--- src/design/hmcss_pkg.sv ---
// Shared types and constants of the hour and minute clock with seven-segment outputs.
`default_nettype none

package hmcss_pkg;

	localparam logic [15:0] TPM_RESET  = 16'd6000;
	localparam logic [5:0]  MINUTE_MAX = 6'd59;
	localparam logic [4:0]  HOUR_MAX   = 5'd23;

	typedef struct packed {
		logic tick;
		logic set_minute;
		logic set_hour;
		logic clear;
	} hmcss_item_t;

	typedef struct packed {
		logic [15:0] prescale;
		logic [5:0]  minute;
		logic [4:0]  hour;
	} hmcss_time_t;

	typedef struct packed {
		logic [7:0] minute_ones;
		logic [7:0] minute_tens;
		logic [7:0] hour_ones;
		logic [7:0] hour_tens;
	} hmcss_segs_t;

endpackage

`default_nettype wire

--- src/design/hmcss_time_update.sv ---
// Next-state logic of the prescaler, minute and hour counters for one item.
`default_nettype none

module hmcss_time_update
	import hmcss_pkg::*;
(
	input  hmcss_item_t item,
	input  hmcss_time_t cur,
	input  logic [15:0] ticks_per_minute,
	output hmcss_time_t nxt
);

	function automatic logic [5:0] inc_minute(input logic [5:0] m);
		return (m < MINUTE_MAX) ? m + 6'd1 : 6'd0;
	endfunction

	function automatic logic [4:0] inc_hour(input logic [4:0] h);
		return (h < HOUR_MAX) ? h + 5'd1 : 5'd0;
	endfunction

	logic [15:0] count_set;
	logic [5:0]  minute_set;
	logic [5:0]  minute_adv;
	logic [4:0]  hour_set;

	always_comb begin
		count_set  = item.clear ? 16'd0 : cur.prescale + 16'd1;
		minute_set = item.clear ? 6'd0 :
			(item.set_minute ? inc_minute(cur.minute) : cur.minute);
		hour_set   = item.clear ? 5'd0 :
			(item.set_hour ? inc_hour(cur.hour) : cur.hour);
		minute_adv = inc_minute(minute_set);

		nxt = cur;
		if (item.tick) begin
			if (count_set == ticks_per_minute) begin
				nxt.prescale = 16'd0;
				nxt.minute   = minute_adv;
				nxt.hour     = (minute_adv == 6'd0) ? inc_hour(hour_set) : hour_set;
			end else begin
				nxt.prescale = count_set;
				nxt.minute   = minute_set;
				nxt.hour     = hour_set;
			end
		end
	end

endmodule

`default_nettype wire

--- src/design/hmcss_seg_encode.sv ---
// Splits minutes and hours into decimal digits and encodes active-low segment patterns.
`default_nettype none

module hmcss_seg_encode
	import hmcss_pkg::*;
(
	input  logic [5:0]  minute,
	input  logic [4:0]  hour,
	output hmcss_segs_t segs
);

	function automatic logic [2:0] tens_of(input logic [5:0] v);
		if (v >= 6'd60)      return 3'd6;
		else if (v >= 6'd50) return 3'd5;
		else if (v >= 6'd40) return 3'd4;
		else if (v >= 6'd30) return 3'd3;
		else if (v >= 6'd20) return 3'd2;
		else if (v >= 6'd10) return 3'd1;
		else                 return 3'd0;
	endfunction

	function automatic logic [7:0] seg_of(input logic [3:0] d);
		logic [6:0] p;
		unique case (d)
			4'd1:    p = 7'h06;
			4'd2:    p = 7'h5B;
			4'd3:    p = 7'h4F;
			4'd4:    p = 7'h66;
			4'd5:    p = 7'h6D;
			4'd6:    p = 7'h7D;
			4'd7:    p = 7'h07;
			4'd8:    p = 7'h7F;
			4'd9:    p = 7'h6F;
			default: p = 7'h3F;
		endcase
		return ~{1'b0, p};
	endfunction

	logic [2:0] m_tens;
	logic [2:0] h_tens;
	logic [5:0] m_ones;
	logic [5:0] h_ones;

	always_comb begin
		m_tens = tens_of(minute);
		h_tens = tens_of({1'b0, hour});
		m_ones = minute - 6'({3'd0, m_tens} * 6'd10);
		h_ones = {1'b0, hour} - 6'({3'd0, h_tens} * 6'd10);

		segs.minute_ones = seg_of(m_ones[3:0]);
		segs.minute_tens = seg_of({1'b0, m_tens});
		segs.hour_ones   = seg_of(h_ones[3:0]);
		segs.hour_tens   = seg_of({1'b0, h_tens});
	end

endmodule

`default_nettype wire

--- src/design/hour_minute_clock_seven_segment.sv ---
// Top level of the 24-hour clock with seven-segment digit outputs.
//
// The block takes one beat per clock cycle. An accepted beat is held in an input
// register. When the result register is empty or its result is being taken, the counter update
// and segment encoding load the next result from that beat into the result register.
// The throughput of one beat per cycle holds as long as results are taken; a stalled
// result holds the input register, after which the block stalls its input. The
// ticks_per_minute register resets to 6000 and should be written only while idle.
`default_nettype none

module hour_minute_clock_seven_segment
	import hmcss_pkg::*;
(
	input  wire logic        clk,
	input  wire logic        arst_n,

	input  wire logic        cfg_valid,
	output logic             cfg_ready,
	input  wire logic [15:0] cfg_data,

	input  wire logic        item_valid,
	output logic             item_stall,
	input  wire logic        tick,
	input  wire logic        set_minute_pressed,
	input  wire logic        set_hour_pressed,
	input  wire logic        clear_pressed,

	output logic             result_valid,
	input  wire logic        result_stall,
	output logic [5:0]       minutes,
	output logic [4:0]       hours,
	output logic [7:0]       seg_minute_ones,
	output logic [7:0]       seg_minute_tens,
	output logic [7:0]       seg_hour_ones,
	output logic [7:0]       seg_hour_tens
);

	logic [15:0] tpm_q;
	hmcss_time_t time_q;
	hmcss_time_t time_next;
	hmcss_item_t item_s1;
	logic        valid_s1;
	logic        result_valid_q;
	hmcss_segs_t segs_next;
	hmcss_segs_t segs_q;
	logic [5:0]  minutes_q;
	logic [4:0]  hours_q;
	logic        advance;
	logic        accept;

	assign cfg_ready  = 1'b1;
	assign advance    = valid_s1 && (!result_valid_q || !result_stall);
	assign item_stall = valid_s1 && !advance;
	assign accept     = item_valid && !item_stall;

	hmcss_time_update u_update (
		.item             (item_s1),
		.cur              (time_q),
		.ticks_per_minute (tpm_q),
		.nxt              (time_next)
	);

	hmcss_seg_encode u_seg (
		.minute (time_next.minute),
		.hour   (time_next.hour),
		.segs   (segs_next)
	);

	always_ff @(posedge clk or negedge arst_n) begin
		if (!arst_n) begin
			tpm_q          <= TPM_RESET;
			time_q         <= '0;
			valid_s1       <= 1'b0;
			result_valid_q <= 1'b0;
		end else begin
			if (cfg_valid && cfg_ready) begin
				tpm_q <= cfg_data;
			end
			if (accept) begin
				valid_s1 <= 1'b1;
			end else if (advance) begin
				valid_s1 <= 1'b0;
			end
			if (advance) begin
				time_q         <= time_next;
				result_valid_q <= 1'b1;
			end else if (!result_stall) begin
				result_valid_q <= 1'b0;
			end
		end
	end

	always_ff @(posedge clk) begin
		if (accept) begin
			item_s1 <= '{tick: tick, set_minute: set_minute_pressed,
				set_hour: set_hour_pressed, clear: clear_pressed};
		end
		if (advance) begin
			minutes_q <= time_next.minute;
			hours_q   <= time_next.hour;
			segs_q    <= segs_next;
		end
	end

	assign result_valid    = result_valid_q;
	assign minutes         = minutes_q;
	assign hours           = hours_q;
	assign seg_minute_ones = segs_q.minute_ones;
	assign seg_minute_tens = segs_q.minute_tens;
	assign seg_hour_ones   = segs_q.hour_ones;
	assign seg_hour_tens   = segs_q.hour_tens;

endmodule

`default_nettype wire

--- config.mk ---
export PLATFORM = sky130hd
export DESIGN_NAME = hour_minute_clock_seven_segment
export DESIGN_NICKNAME = d
export VERILOG_FILES = /design/src/design/hmcss_pkg.sv /design/src/design/hmcss_time_update.sv /design/src/design/hmcss_seg_encode.sv /design/src/design/hour_minute_clock_seven_segment.sv
export SDC_FILE = /design/constraint.sdc
export NUM_CORES = 1
export LEC_CHECK = 0
export BUFFER_PORTS_ARGS = -buffer_cell sky130_fd_sc_hd__buf_4
export CAP_MARGIN = 20
export CORE_MARGIN = 2
export CORE_UTILIZATION = 48
export CTS_CLUSTER_SIZE = 16
export DETAILED_ROUTE_END_ITERATION = 12
export PLACE_DENSITY = 0.68
export SYNTH_ARGS = -nofsm -noshare
export SYNTH_HDL_FRONTEND = slang
export SYNTH_SLANG_ARGS = --single-unit
export TNS_END_PERCENT = 100
--- constraint.sdc ---
create_clock -name clk -period 15.42 [get_ports clk]
set_input_delay 1.542 -clock clk [delete_from_list [all_inputs] [get_ports clk]]
set_output_delay 1.542 -clock clk [all_outputs]
set_load 0.03 [all_outputs]
## Word-level counts from Yosys, hierarchy flattened

Memories as Yosys holds them, arrays and structs flattened.
Cells that the tools add are included.

| word-level totals | value |
|---|---|
| logic and storage cells | 104 |
| flip-flop bits (word level) | 92 |
| memories | 2 |
| input port bits | 25 |
| output and inout port bits | 46 |
| ROM bits | 224 |

| operators by class | value |
|---|---|
| $add $sub $neg | 7 |
| reductions and logical operators | 11 |
| $lt $le $gt $ge | 16 |
| multiply operators | 2 |
| multiplexer cells | 30 |
| equality and inequality tests | 16 |
| bitwise logic cells | 4 |

Memory list:

| memory | words | width | rd ports | clocked after memory_dff | wr ports | line | RTL |
|---|---|---|---|---|---|---|---|
| (name not given) | 16 | 7 | 1 | 0 | 0 | hmcss_seg_encode.sv:24 | `unique case (d)` |
| (name not given) | 16 | 7 | 1 | 0 | 0 | hmcss_seg_encode.sv:24 |  |

Operators by type and width:

| operator | count |
|---|---|
| 7-bit case mux with 7 select lines | 2 |
| 7-bit NOT with 8-bit output | 4 |
| 3-bit two-way mux | 10 |
| 27-bit two-way mux | 1 |
| 5-bit two-way mux | 5 |
| 3-bit == test, second input constant | 8 |
| 6-bit two-way mux | 4 |
| 5-bit by 6-bit >= comparator with 1-bit output, second input constant | 3 |
| 6-bit >= comparator, second input constant | 3 |
| 16-bit by 1-bit adder with 16-bit output, second input constant | 1 |
| 16-bit == test | 1 |
| 16-bit two-way mux | 1 |
| 6-bit by 1-bit adder with 6-bit output, second input constant | 2 |
| 3-bit by 2-bit == test with 1-bit output, second input constant | 4 |
| 6-bit by 5-bit >= comparator with 1-bit output, second input constant | 2 |
| 6-bit < comparator, second input constant | 2 |
| 11-bit two-way mux | 1 |
| 5-bit by 1-bit adder with 5-bit output, second input constant | 2 |
| 5-bit >= comparator, second input constant | 2 |
| 5-bit < comparator, second input constant | 2 |
| 4-bit subtractor | 2 |
| 3-bit by 1-bit == test with 1-bit output, second input constant | 2 |
| 6-bit by 4-bit >= comparator with 1-bit output, second input constant | 1 |
| 6-bit zero test | 1 |
| other kinds (9) | 20 |

## Depth between registers and ports, before layout

Gate-level depths: netlist (run 1).
An unclocked memory read counts as a cell.

| logic depth | value |
|---|---|
| word-level depth | 21 |
| depth in mapped cells | 23 |
| mapped depth without buffers | 21 |

## Hierarchy

Synthesis (run 1) repeated with hierarchy kept, for this count alone.

| unflattened totals | value |
|---|---|
| cells, all modules | 575 |
| area, all modules | 5993.2 um^2 |

Modules (own cells, without submodules):

| module | area each (um^2) | seq. area each (um^2) | cells an instance | times used |
|---|---|---|---|---|
| hour_minute_clock_seven_segment | 3215.6 | 2546.2 | 148 | 1 |
| hmcss_time_update | 1994.4 | 0.0 | 311 | 1 |
| hmcss_seg_encode | 783.3 | 0.0 | 116 | 1 |

## Least setup slack after synthesis (run 1)

No wires, ideal clock.

| path | value |
|---|---|
| kind | reg-to-reg |
| start point | register time_q[11] (netlist bit) |
| end point | register segs_q, in the netlist seg_minute_ones[4], data pin |
| library setup time | 269 ps |
| stages on the path, launching flop included | 22 |
| path buffers | 1 |
| period minus slack after synthesis | 5355 ps |
| slack | 10065 ps |
| arrival time | 5086 ps |
| path through | dfrtp_1 ha_1 nand4_1 nor4_1 mux2i_1 xor2_1 nand4_1 nor4_4 buf_6 a21boi_1 or2_1 mux2i_4 nand2_1 o32a_1 mux2_2 ha_1 fa_1 xnor2_1 xnor2_2 mux2_1 nand2_1 o31ai_1 |

RTL lines:

| what | line | RTL |
|---|---|---|
| start: declaration | hour_minute_clock_seven_segment.sv:39 | `hmcss_time_t time_q;` |
| start signal: assignment | hour_minute_clock_seven_segment.sv:85 | `time_q <= time_next;` |
| end signal: assignment | hour_minute_clock_seven_segment.sv:101 | `segs_q <= segs_next;` |
| end: declaration | hour_minute_clock_seven_segment.sv:45 | `hmcss_segs_t segs_q;` |

==> results of run 1 <==
==> cells by family after synthesis <==
| logic type | Yosys count | share of synthesized area, % |
|---|---|---|
| other | 2 | 0.138 |
| DFF | 85 | 43.0 |
| xor gates and xnor gates | 20 | 3.70 |
| and+or+nand+nor | 199 | 18.6 |
| buffers and inverters | 58 | 4.81 |
| muxes | 43 | 8.70 |
| AOI/OAI and AO/OA | 140 | 16.5 |
| adders and majority gates | 19 | 4.62 |
==> metal layers <==
| metal | share of wire, % | vias to the layer above |
|---|---|---|
| li1 | - | 2129 |
| met1 | 44 | 1959 |
| met2 | 49 | 124 |
| met3 | 4.6 | 18 |
| met4 | 2.0 | 0 |
| met5 | 0 | - |
==> sequential cells by signal, indices dropped and copies added, names as in the netlist <==
| signal | flops |
|---|---|
| result_valid | 1 |
| seg_minute_ones | 7 |
| seg_hour_tens | 5 |
| minutes | 6 |
| tpm_q | 16 |
| seg_minute_tens | 6 |
| valid_s1 | 1 |
| time_q | 27 |
| hours | 5 |
| item_s1 | 4 |
| seg_hour_ones | 7 |
==> synthesized netlist by cell type (8+ instances only) <==
master | count | share of area [%]
sky130_fd_sc_hd__nand3_1 | 11 | 1.0
sky130_fd_sc_hd__buf_4 | 8 | 1.1
sky130_fd_sc_hd__nand2b_1 | 8 | 0.92
sky130_fd_sc_hd__edfxtp_1 | 40 | 22
sky130_fd_sc_hd__clkbuf_1 | 12 | 0.83
sky130_fd_sc_hd__mux2i_1 | 18 | 3.3
sky130_fd_sc_hd__mux2_2 | 23 | 4.8
sky130_fd_sc_hd__nor2b_1 | 13 | 1.5
sky130_fd_sc_hd__xnor2_1 | 9 | 1.4
sky130_fd_sc_hd__o21ai_0 | 59 | 5.4
sky130_fd_sc_hd__nor2_1 | 62 | 4.3
sky130_fd_sc_hd__inv_1 | 25 | 1.7
sky130_fd_sc_hd__a21oi_1 | 26 | 2.4
sky130_fd_sc_hd__nand4_1 | 13 | 1.5
sky130_fd_sc_hd__ha_1 | 16 | 3.7
sky130_fd_sc_hd__dfrtp_1 | 38 | 17
sky130_fd_sc_hd__xor2_1 | 9 | 1.4
sky130_fd_sc_hd__nand2_1 | 50 | 3.5
==> worst max-delay path by stage <==
stage / from / end / depth (start not counted)
floorplan: time_q[11] / seg_minute_ones[4] / 21
global placement: time_q[11] / seg_minute_ones[4] / 20
detailed placement: time_q[11] / seg_minute_ones[4] / 21
CTS: time_q[11] / seg_minute_ones[4] / 21
global route: time_q[11] / seg_minute_ones[4] / 20
finish: time_q[15] / seg_minute_ones[4] / 20
==> layout make-up <==
type	instances	area share, %
clock inverter	5	1.59
tap	140	2.78
sequential	85	37.1
multi-input combinational	427	45.4
clock buffer	11	3.70
inverter	27	1.61
timing repair buffer	66	7.87
==> worst max-delay path, stage by stage, from the launching register on <==
cell and delay [ps]:
sky130_fd_sc_hd__dfrtp_1 470, sky130_fd_sc_hd__nand4_1 430, sky130_fd_sc_hd__nor4_1 660, sky130_fd_sc_hd__mux2i_1 290
sky130_fd_sc_hd__xor2_1 200, sky130_fd_sc_hd__nand4_1 160, sky130_fd_sc_hd__nor4_4 730, sky130_fd_sc_hd__and4bb_2 340
sky130_fd_sc_hd__or2_1 160, sky130_fd_sc_hd__mux2i_4 110, sky130_fd_sc_hd__inv_1 210, sky130_fd_sc_hd__nor2_1 90
sky130_fd_sc_hd__o32a_1 220, sky130_fd_sc_hd__mux2_2 270, sky130_fd_sc_hd__ha_1 190, sky130_fd_sc_hd__fa_1 380
sky130_fd_sc_hd__xnor2_1 170, sky130_fd_sc_hd__xnor2_2 360, sky130_fd_sc_hd__mux2_1 360, sky130_fd_sc_hd__nand2_1 70
sky130_fd_sc_hd__o31ai_1 70
==> per-stage QoR <==
step | utilization [%] | instance area (um2) | power, mW
floorplan | - | 5450 | 0.392
global placement | 54.5 | 5960 | 0.430
detailed placement | 54.5 | 5960 | 0.435
CTS | 57.6 | 6300 | 0.679
global route | 57.6 | 6300 | 0.708
finish | 57.6 | 6300 | 0.674
==> power by group through the flow <==
stage | combinational, mW | clock (mW) | sequential (mW)
floorplan | 0.0905 | 0 | 0.302
global placement | 0.146 | 0 | 0.284
detailed placement | 0.150 | 0 | 0.286
CTS | 0.150 | 0.248 | 0.281
global route | 0.165 | 0.258 | 0.284
finish | 0.149 | 0.244 | 0.281
==> load_flow_metrics.sql, run 1 <==
INSERT INTO impl_metrics (metric_group, metric, value, unit) VALUES
('run_status', 'run_status', 'complete, no violations', ''),
('placement', 'place.gp.congestion', '0.914', ''),
('power_and_ir_drop', 'vdd_ir_drop_max', '0.0523', 'mV'),
('drt', 'drt_first_pass_iters', '4', ''),
('final_layout', 'layout-area-overhead-vs-synth', '15.8', '%'),
('clock_tree', 'tritoncts_num_sinks', '85', ''),
('placement', 'pre_cts_slack', '9290', 'ps'),
('floorplan', 'design.core.area', '0.0109', 'mm2'),
('final_layout', 'antenna-diode-count', '0', ''),
('hold_path', 'worst_hold_startpoint', 'valid_s1', ''),
('timing', 'tmin_final', '6180', 'ps'),
('clock_tree', 'root_buffer', 'sky130_fd_sc_hd__clkbuf_16', ''),
('setup_path', 'worst_r2r_startpoint', 'time_q[15]', ''),
('drt', 'vias_per_cell', '5.56', ''),
('timing', 'worst-slew-pin-transition', '953', 'ps'),
('power_and_ir_drop', 'cellLeakagePower', '2.59', 'nW'),
('global_routing', 'grt-busiest-layer', 'met2', ''),
('clock_tree', 'cts-hold-fix-buffers', '0', ''),
('timing', 'slew_headroom', '36.5', '%'),
('global_routing', 'global_route.usage.total', '18.6', '%'),
('clock_tree', 'cts_htree_levels', '3', ''),
('setup_path', 'critical_path.endpoint_type', 'register', ''),
('synthesis', 'post_synth_instance_area', '0.00544', 'mm2'),
('setup_path', 'worst-path-max-fanout', '14', ''),
('power_and_ir_drop', 'power.sequential.fraction', '41.7', '%'),
('timing', 'tns', '0', 'ps'),
('synthesis', 'ys_seq_elements', '85', ''),
('clock_tree', 'cts_tree', 'yes', ''),
('floorplan', 'design.portCount', '71', ''),
('global_routing', 'use_met3', '2.58', '%'),
('synthesis', 'synthFlopType', 'sky130_fd_sc_hd__edfxtp_1', ''),
('setup_path', 'worst_ep_required_time', '15510', 'ps'),
('drt', 'detailedRoute.firstIterationViolations', '193', ''),
('floorplan', 'initial_util', '49.7', '%'),
('placement', 'post-dp-hpwl', '7970', 'um'),
('timing', 'timing.final.crit_share', '40.1', '%'),
('clock_tree', 'cts_inserted_buffers', '9', ''),
('clock_tree', 'clk_path_buf_depth', '2', ''),
('power_and_ir_drop', 'p_per_area', '107', 'mW/mm2'),
('power_and_ir_drop', 'power_frac_clock', '36.2', '%'),
('power_and_ir_drop', 'switching_share', '28.4', '%'),
('timing', 'max_freq', '162', 'MHz'),
('global_routing', 'gr-usage-met1', '24.1', '%'),
('synthesis', 'synthesis.area_per_instance', '9.61', 'um2'),
('synthesis', 'synth-async-reset-ratio', '52.9', '%'),
('timing', 'fin_worst_skew', '10.7', 'ps'),
('final_layout', 'n_fill_cell', '957', ''),
('timing', 'slew_violations', '0', ''),
('setup_path', 'ff2ff_setup_slack', '9240', 'ps'),
('timing', 'setup_viol', '0', ''),
('global_routing', 'grt_overflow_total', '0', ''),
('clock_tree', 'cts_resized', '0', ''),
('timing', 'rsz0062_at_grt', 'false', ''),
('setup_path', 'timing.critical_path.arrival', '6260', 'ps'),
('power_and_ir_drop', 'internal_power', '0.483', 'mW'),
('setup_path', 'setup.worst_path.start_class', 'register', ''),
('final_layout', 'multi_input_area', '0.00286', 'mm2'),
('placement', 'port-buffer-count', '64', ''),
('setup_path', 'worst-r2r-cell-count', '20', ''),
('drt', 'post-route-drc-count', '0', ''),
('global_routing', 'maximum_number_of_pins_on_one_net_before_global_route_repair', '46', ''),
('final_layout', 'nNetsFinal', '659', ''),
('setup_path', 'rr_endpoint', 'seg_minute_ones[4]', ''),
('global_routing', 'antenna_found_initial', '0', ''),
('floorplan', 'die_width', '110', 'um'),
('clock_tree', 'post_cts.repair.setup_buffers', '0', ''),
('drt', 'number_of_vias_after_detailed_routing', '4230', ''),
('timing', 'timing.final.hold_violations', '0', ''),
('synthesis', 'yosys.cell_types.count', '80', ''),
('final_layout', 'seq_area', '0.00234', 'mm2'),
('synthesis', 'sequential_fraction_of_the_synthesis_area', '43.0', '%');
No activity file was read; power rests on OpenSTA's default activity.
==> inputs of run 2 (changes only) <==
==> constraint.sdc (replaced) <==
create_clock -name clk -period 6 [get_ports clk]
set_input_delay 0.6 -clock clk [delete_from_list [all_inputs] [get_ports clk]]
set_output_delay 0.6 -clock clk [all_outputs]
set_load 0.03 [all_outputs]
==> run 2 against run 1 <==
Clock skew is 4.4 ps lower. Sequential cell count is the same. Fmax rose by 10%. Clock power grew 120%. Largest cell class unchanged. Worst hold slack got worse by 230 ps. Final area is 0.70% higher. Die area is the same. Highest routed layer unchanged. Setup slack worse by 8900 ps. Largest power group unchanged. Utilization up 0.40 points. Sequential power grew to 2.6 times the previous value.
==> load_flow_metrics.sql, run 2 (synthesized netlist as in run 1, its figures left out) <==
INSERT INTO impl_metrics (metric_group, metric, value, unit) VALUES
('run_status', 'run_status', 'complete, no violations', ''),
('clock_tree', 'cts_htree_levels', '3', ''),
('clock_tree', 'cts.reportedPaths.clkPinSlew', '60', 'ps'),
('global_routing', 'global_route.usage.total', '18.8', '%'),
('drt', 'routed_wire_length_per_instance', '14.7', 'um'),
('floorplan', 'die_width', '110', 'um'),
('drt', 'detailedRoute.firstIterationViolations', '165', ''),
('global_routing', 'first_pass_grt_wire_length', '19200', 'um'),
('drt', 'drt_first_pass_iters', '6', ''),
('final_layout', 'nNetsFinal', '664', ''),
('final_layout', 'largest_register_ff_count', '27', ''),
('drt', 'wirelength', '11300', 'um'),
('global_routing', 'antenna_found_initial', '0', ''),
('timing', 'setup_viol', '0', ''),
('floorplan', 'design.portCount', '71', ''),
('clock_tree', 'clk_path_buf_depth', '2', ''),
('global_routing', 'maximum_number_of_pins_on_one_net_before_global_route_repair', '46', ''),
('placement', 'port-buffer-count', '64', ''),
('setup_path', 'critical_path.endpoint_type', 'register', ''),
('final_layout', 'layout.cells.most_common_list', '71 x sky130_fd_sc_hd__buf_4, 62 x sky130_fd_sc_hd__nor2_1, 59 x sky130_fd_sc_hd__o21ai_0', ''),
('timing', 'fin_worst_skew', '6.24', 'ps'),
('final_layout', 'layout_top_registers', 'time_q (27), tpm_q (16)', ''),
('floorplan', 'die_area', '0.0122', 'mm2'),
('timing', 'slew_headroom', '38.0', '%'),
('setup_path', 'cp_top_family', 'simple AND/OR/NAND/NOR gates', ''),
('final_layout', 'layout_commonest_cell', 'sky130_fd_sc_hd__buf_4', ''),
('power_and_ir_drop', 'p_total', '1.65', 'mW'),
('global_routing', 'grt_pass1_vias', '4142', ''),
('timing', 'slew_violations', '0', ''),
('floorplan', 'die_height', '110', 'um'),
('setup_path', 'ff2ff_setup_slack', '380', 'ps'),
('clock_tree', 'tritoncts_num_sinks', '85', ''),
('setup_path', 'cpPeakStageDelay', '420', 'ps'),
('timing', 'worst-slew-pin-transition', '929', 'ps'),
('final_layout', 'n_fill_cell', '963', ''),
('clock_tree', 'cts-hold-fix-buffers', '0', ''),
('setup_path', 'setup.worst_path.start_class', 'register', ''),
('power_and_ir_drop', 'vdd_ir_drop_max', '0.131', 'mV'),
('final_layout', 'layout-area-overhead-vs-synth', '16.6', '%'),
('timing', 'rsz0062_at_grt', 'false', ''),
('final_layout', 'antenna-diode-count', '0', ''),
('power_and_ir_drop', 'p_per_area', '260', 'mW/mm2'),
('timing', 'timing.final.hold_violations', '0', ''),
('setup_path', 'worst-path-max-fanout', '14', ''),
('placement', 'place.gp.congestion', '0.895', ''),
('final_layout', 'post_route_insts_no_fill', '766', ''),
('placement', 'post-dp-hpwl', '8140', 'um'),
('setup_path', 'timing.critical_path.arrival', '5700', 'ps'),
('clock_tree', 'root_buffer', 'sky130_fd_sc_hd__clkbuf_16', ''),
('hold_path', 'min_path_type', 'in2async', ''),
('floorplan', 'initial_util', '49.7', '%'),
('final_layout', 'largest_register_by_flop_count', 'time_q', ''),
('timing', 'timing.final.crit_share', '93.6', '%'),
('setup_path', 'ordered_cell_list_for_the_critical_path', 'ha_1 -> nand4_1 -> buf_4 -> nor4_4 -> mux2i_1 -> xor2_1 -> nand4_1 -> nor4_4 -> buf_4 -> a21boi_1 -> or2_1 -> mux2i_4 -> nand2_1 -> o32a_1 -> mux2_2 -> ha_1 -> fa_1 -> xnor2_1 -> xnor2_2 -> mux2_1 -> nand2_1 -> o31ai_1', ''),
('drt', 'post-route-drc-count', '0', ''),
('flow_run', 'maxCapViolations', '0', ''),
('timing', 'tns', '0', 'ps'),
('setup_path', 'worst_ep_required_time', '6090', 'ps'),
('setup_path', 'critical_path_buf_inv_count', '2', ''),
('timing', 'tmin_final', '5620', 'ps'),
('floorplan', 'design.core.area', '0.0109', 'mm2'),
('floorplan', 'placementRows', '38', ''),
('clock_tree', 'cts_tree', 'yes', ''),
('timing', 'max_freq', '178', 'MHz'),
('clock_tree', 'insertion_delay', '350', 'ps'),
('drt', 'vias_per_cell', '5.66', ''),
('clock_tree', 'cts_inserted_buffers', '9', ''),
('setup_path', 'timing.setup.critical_path_class', 'reg2reg', ''),
('placement', 'placed_cells', '748', ''),
('final_layout', 'drive_gt1_share', '22.8', '%'),
('setup_path', 'cp_slowest_cell', 'sky130_fd_sc_hd__dfrtp_1', ''),
('power_and_ir_drop', 'cellLeakagePower', '2.63', 'nW'),
('drt', 'final_antenna_net_count', '0', ''),
('global_routing', 'grt_overflow_total', '0', ''),
('drt', 'number_of_vias_after_detailed_routing', '4332', '');
## run 2: changes by cell type in the layout (fill, tap and decap cells not counted), moves of 2 or more
cell | before | now
sky130_fd_sc_hd__nor4_4 | 1 | 3
sky130_fd_sc_hd__clkbuf_1 | 2 | 0
sky130_fd_sc_hd__nor4_1 | 4 | 1
sky130_fd_sc_hd__bufinv_16 | 3 | 0
sky130_fd_sc_hd__clkinv_4 | 0 | 2
sky130_fd_sc_hd__buf_4 | 66 | 71
## run 2: stage by stage
| stage | util, % | setup slack, ps | instance area [um2] | hold WS, ps |
|---|---|---|---|---|
| after floorplan | - | 645 | 5450 | 304 |
| after global placement | 54.7 | 310 | 5990 | 461 |
| after detailed placement | 54.7 | 116 | 5990 | 472 |
| after CTS | 57.4 | 125 | 6280 | 284 |
| after global routing | 58.0 | 23.5 | 6340 | 310 |
| final | 58.0 | 385 | 6340 | 261 |
## run 2: area by class of cell
cell class | count | area (um2) | share of cell area (%)
inverters | 27 | 101 | 1.60
repair buffers | 71 | 533 | 8.41
clock buffers | 10 | 250 | 3.95
well taps | 140 | 175 | 2.76
clock inverters | 6 | 43.8 | 0.691
flip-flops and latches | 85 | 2340 | 36.8
multi-input cells | 427 | 2900 | 45.8
## run 2: power by group
part           internal [mW]  switching [mW]  leakage (nW)  total (mW)
Sequential             0.680          0.0437         0.962       0.723
Combinational          0.156           0.226          1.53       0.382
Clock                  0.307           0.236         0.144       0.543
Total                   1.14           0.506          2.63        1.65
## run 2: path summary, 6_finish.rpt
check / start / end / cells past startpoint
min in group clk: clear_pressed / item_s1[0] / 1
hold reg to reg: valid_s1 / result_valid / 1
max in group asynchronous: arst_n / time_q[4] / 1
hold / removal: arst_n / tpm_q[1] / 1
setup / recovery: time_q[11] / seg_minute_ones[4] / 22
setup reg to reg: time_q[11] / seg_minute_ones[4] / 22
## run 2: timing repair
item / 4_1_cts / 5_1_grt
setup buffers: 0 / 2
endpoints found under the setup margin: 0 / 2
gates resized for setup: 0 / 6
## run 2: per-layer routing
layer  wire length [um]  up-vias  GRT usage [%]  part of all wire [%]
li1                   -     2138              -                     -
met1               4910     2067           23.5                    44
met2               5700      113           32.9                    51
met3                475       14           2.69                   4.2
met4                188        0           7.50                   1.7
met5                  0        -              0                     0
==> inputs of run 3 (changes only) <==
--- a/config.mk
+++ b/config.mk
@@ -7,11 +7,13 @@
 export LEC_CHECK = 0
 export BUFFER_PORTS_ARGS = -buffer_cell sky130_fd_sc_hd__buf_4
 export CAP_MARGIN = 20
+export CELL_PAD_IN_SITES_DETAIL_PLACEMENT = 0
+export CELL_PAD_IN_SITES_GLOBAL_PLACEMENT = 2
 export CORE_MARGIN = 2
-export CORE_UTILIZATION = 48
+export CORE_UTILIZATION = 37
 export CTS_CLUSTER_SIZE = 16
 export DETAILED_ROUTE_END_ITERATION = 12
-export PLACE_DENSITY = 0.68
+export PLACE_DENSITY_LB_ADDON = 0.1
 export SYNTH_ARGS = -nofsm -noshare
 export SYNTH_HDL_FRONTEND = slang
 export SYNTH_SLANG_ARGS = --single-unit
==> run 3 against run 2 <==
Final area rose by 0.79%. Utilization fell by 14 points. Highest routed layer unchanged. Wire length grew 11%. Clock power decreased by 2%. Combinational power up 1%. Sequential power about the same. Sequential share of layout area is 0.29 points lower. Sequential cell count did not move. Global-route usage decreased by 2.2 points. Cell count rose by 6.1%.
==> load_flow_metrics.sql, run 3 (synthesized netlist as in run 1, its figures left out) <==
INSERT INTO impl_metrics (metric_group, metric, value, unit) VALUES
('final_layout', 'drive_gt1_share', '22.6', '%'),
('setup_path', 'worst_ep_required_time', '6090', 'ps'),
('power_and_ir_drop', 'cellLeakagePower', '2.64', 'nW'),
('final_layout', 'finish.utilization', '44.3', '%'),
('hold_path', 'min_path_type', 'in2async', ''),
('setup_path', 'cpPeakStageDelay', '490', 'ps'),
('global_routing', 'global_route.usage.total', '16.6', '%'),
('global_routing', 'grt_pass1_vias', '4001', ''),
('setup_path', 'critical_path.endpoint_type', 'register', ''),
('final_layout', 'layout_commonest_cell', 'sky130_fd_sc_hd__buf_4', ''),
('final_layout', 'stdcell_area', '0.00639', 'mm2'),
('setup_path', 'cp_num_cells', '21', ''),
('power_and_ir_drop', 'p_per_area', '257', 'mW/mm2'),
('global_routing', 'grt-busiest-layer', 'met1', ''),
('global_routing', 'gr-usage-met1', '25.0', '%'),
('timing', 'timing.final.crit_share', '94.0', '%'),
('final_layout', 'nNetsFinal', '667', ''),
('timing', 'fin_worst_skew', '6.17', 'ps'),
('timing', 'tns', '0', 'ps'),
('drt', 'number_of_vias_after_detailed_routing', '4299', ''),
('clock_tree', 'clk_path_buf_depth', '2', ''),
('final_layout', 'largest_register_by_flop_count', 'time_q', ''),
('global_routing', 'grt_overflow_total', '0', ''),
('setup_path', 'worst-path-max-fanout', '14', ''),
('setup_path', 'cp_slowest_cell', 'sky130_fd_sc_hd__dfrtp_1', ''),
('setup_path', 'timing.critical_path.arrival', '5730', 'ps'),
('timing', 'hold_slack', '274', 'ps'),
('global_routing', 'antenna_found_initial', '0', ''),
('final_layout', 'layout-area-overhead-vs-synth', '17.5', '%'),
('setup_path', 'ordered_cell_list_for_the_critical_path', 'nand3_1 -> buf_4 -> or3_1 -> a21oi_1 -> xnor2_1 -> nand4_1 -> nor4_4 -> buf_4 -> a21boi_1 -> or2_1 -> mux2i_4 -> nand2_1 -> o32a_1 -> mux2_2 -> ha_1 -> fa_1 -> xnor2_1 -> xnor2_2 -> mux2_1 -> nand2_1 -> o31ai_1', ''),
('clock_tree', 'cts.reportedPaths.clkPinSlew', '60', 'ps'),
('timing', 'layout_setup_ws', '359', 'ps'),
('clock_tree', 'cts_tree', 'yes', ''),
('global_routing', 'maximum_number_of_pins_on_one_net_before_global_route_repair', '46', ''),
('drt', 'final_antenna_net_count', '0', ''),
('global_routing', 'globalRouteMet2Util', '23.9', '%'),
('run_status', 'run_status', 'complete, no violations', ''),
('setup_path', 'worst-r2r-cell-count', '21', ''),
('floorplan', 'initial_util', '37.7', '%'),
('floorplan', 'die_area', '0.0157', 'mm2'),
('placement', 'pre_cts_slack', '297', 'ps'),
('drt', 'wirelength', '12600', 'um'),
('final_layout', 'layout_top_registers', 'time_q (27), tpm_q (16)', ''),
('floorplan', 'design.portCount', '71', ''),
('placement', 'placed_cells', '796', ''),
('final_layout', 'layout.cells.most_common_list', '74 x sky130_fd_sc_hd__buf_4, 62 x sky130_fd_sc_hd__nor2_1, 59 x sky130_fd_sc_hd__o21ai_0', ''),
('floorplan', 'die_width', '125', 'um'),
('power_and_ir_drop', 'p_total', '1.64', 'mW'),
('drt', 'vias_per_cell', '5.29', ''),
('setup_path', 'rr_endpoint', 'seg_minute_ones[4]', ''),
('timing', 'worst-slew-pin-transition', '905', 'ps'),
('setup_path', 'timing.setup.critical_path_class', 'reg2reg', ''),
('placement', 'post-dp-hpwl', '8960', 'um'),
('drt', 'detailedRoute.firstIterationViolations', '261', ''),
('final_layout', 'post_route_insts_no_fill', '813', ''),
('placement', 'placed_cell_area', '0.00607', 'mm2'),
('floorplan', 'design.core.area', '0.0144', 'mm2'),
('global_routing', 'use_met3', '2.91', '%'),
('drt', 'routed_wire_length_per_instance', '15.5', 'um'),
('clock_tree', 'insertion_delay', '340', 'ps'),
('power_and_ir_drop', 'vdd_ir_drop_max', '0.136', 'mV'),
('flow_run', 'maxCapViolations', '0', ''),
('clock_tree', 'cts-hold-fix-buffers', '0', ''),
('global_routing', 'first_pass_grt_wire_length', '21000', 'um'),
('setup_path', 'critical_path_buf_inv_count', '2', ''),
('clock_tree', 'cts_htree_levels', '3', ''),
('placement', 'port-buffer-count', '64', ''),
('drt', 'post-route-drc-count', '0', ''),
('floorplan', 'placementRows', '44', ''),
('timing', 'timing.final.hold_violations', '0', ''),
('floorplan', 'die_height', '125', 'um'),
('timing', 'tmin_final', '5640', 'ps'),
('clock_tree', 'cts_inserted_buffers', '9', ''),
('final_layout', 'largest_register_ff_count', '27', ''),
('setup_path', 'ff2ff_setup_slack', '360', 'ps'),
('setup_path', 'cp_top_family', 'simple AND/OR/NAND/NOR gates', ''),
('timing', 'slew_violations', '0', ''),
('timing', 'setup_viol', '0', ''),
('clock_tree', 'root_buffer', 'sky130_fd_sc_hd__clkbuf_16', ''),
('drt', 'drt_first_pass_iters', '4', ''),
('setup_path', 'setup.worst_path.start_class', 'register', ''),
('final_layout', 'antenna-diode-count', '0', ''),
('placement', 'place.gp.congestion', '0.839', ''),
('setup_path', 'worst_r2r_startpoint', 'time_q[13]', ''),
('timing', 'max_freq', '177', 'MHz'),
('timing', 'slew_headroom', '39.7', '%'),
('clock_tree', 'tritoncts_num_sinks', '85', '');
## run 3: cell count changes in the layout (fill, tap and decap cells not counted)
cell                         delta
sky130_fd_sc_hd__a31oi_4        -1
sky130_fd_sc_hd__clkbuf_1       +4
sky130_fd_sc_hd__inv_6          -1
sky130_fd_sc_hd__buf_4          +3
sky130_fd_sc_hd__clkinv_4       -2
sky130_fd_sc_hd__clkinvlp_4     -1
sky130_fd_sc_hd__a31oi_2        +1
## run 3: layout make-up
cell class / instances / area (um2)
inverter: 27 / 101
clock buffer: 14 / 265
fill: 1397 / 8030
multi-input combinational: 427 / 2890
clock inverter: 2 / 10.0
tap: 184 / 230
timing repair buffer: 74 / 556
sequential: 85 / 2340
## run 3: worst max-delay path by stage
stage                    start            endpoint  slack (ps)
floorplan           time_q[11]  seg_minute_ones[4]         650
global placement    time_q[13]  seg_minute_ones[4]         340
detailed placement  time_q[13]  seg_minute_ones[4]         300
CTS                 time_q[11]  seg_minute_ones[4]         270
global route        time_q[13]  seg_minute_ones[4]          -2
finish              time_q[13]  seg_minute_ones[4]         360
## run 3: report_power, final
part / leakage (nW) / switching (mW) / internal, mW
Sequential: 0.962 / 0.0465 / 0.680
Clock: 0.136 / 0.227 / 0.305
Combinational: 1.54 / 0.229 / 0.158
## run 3: what timing repair did
| item | 4_1_cts | 5_1_grt |
|---|---|---|
| setup endpoints to repair | 0 | 2 |
| gates resized for setup | 0 | 5 |
| buffers inserted | 0 | 1 |
| endpoints found under the hold margin | 0 | 0 |
## run 3: per-layer routing
| layer | wire, um | share of wire [%] |
|---|---|---|
| met1 | 6470 | 51 |
| met2 | 5480 | 44 |
| met3 | 397 | 3.2 |
| met4 | 225 | 1.8 |
| met5 | 0 | 0 |
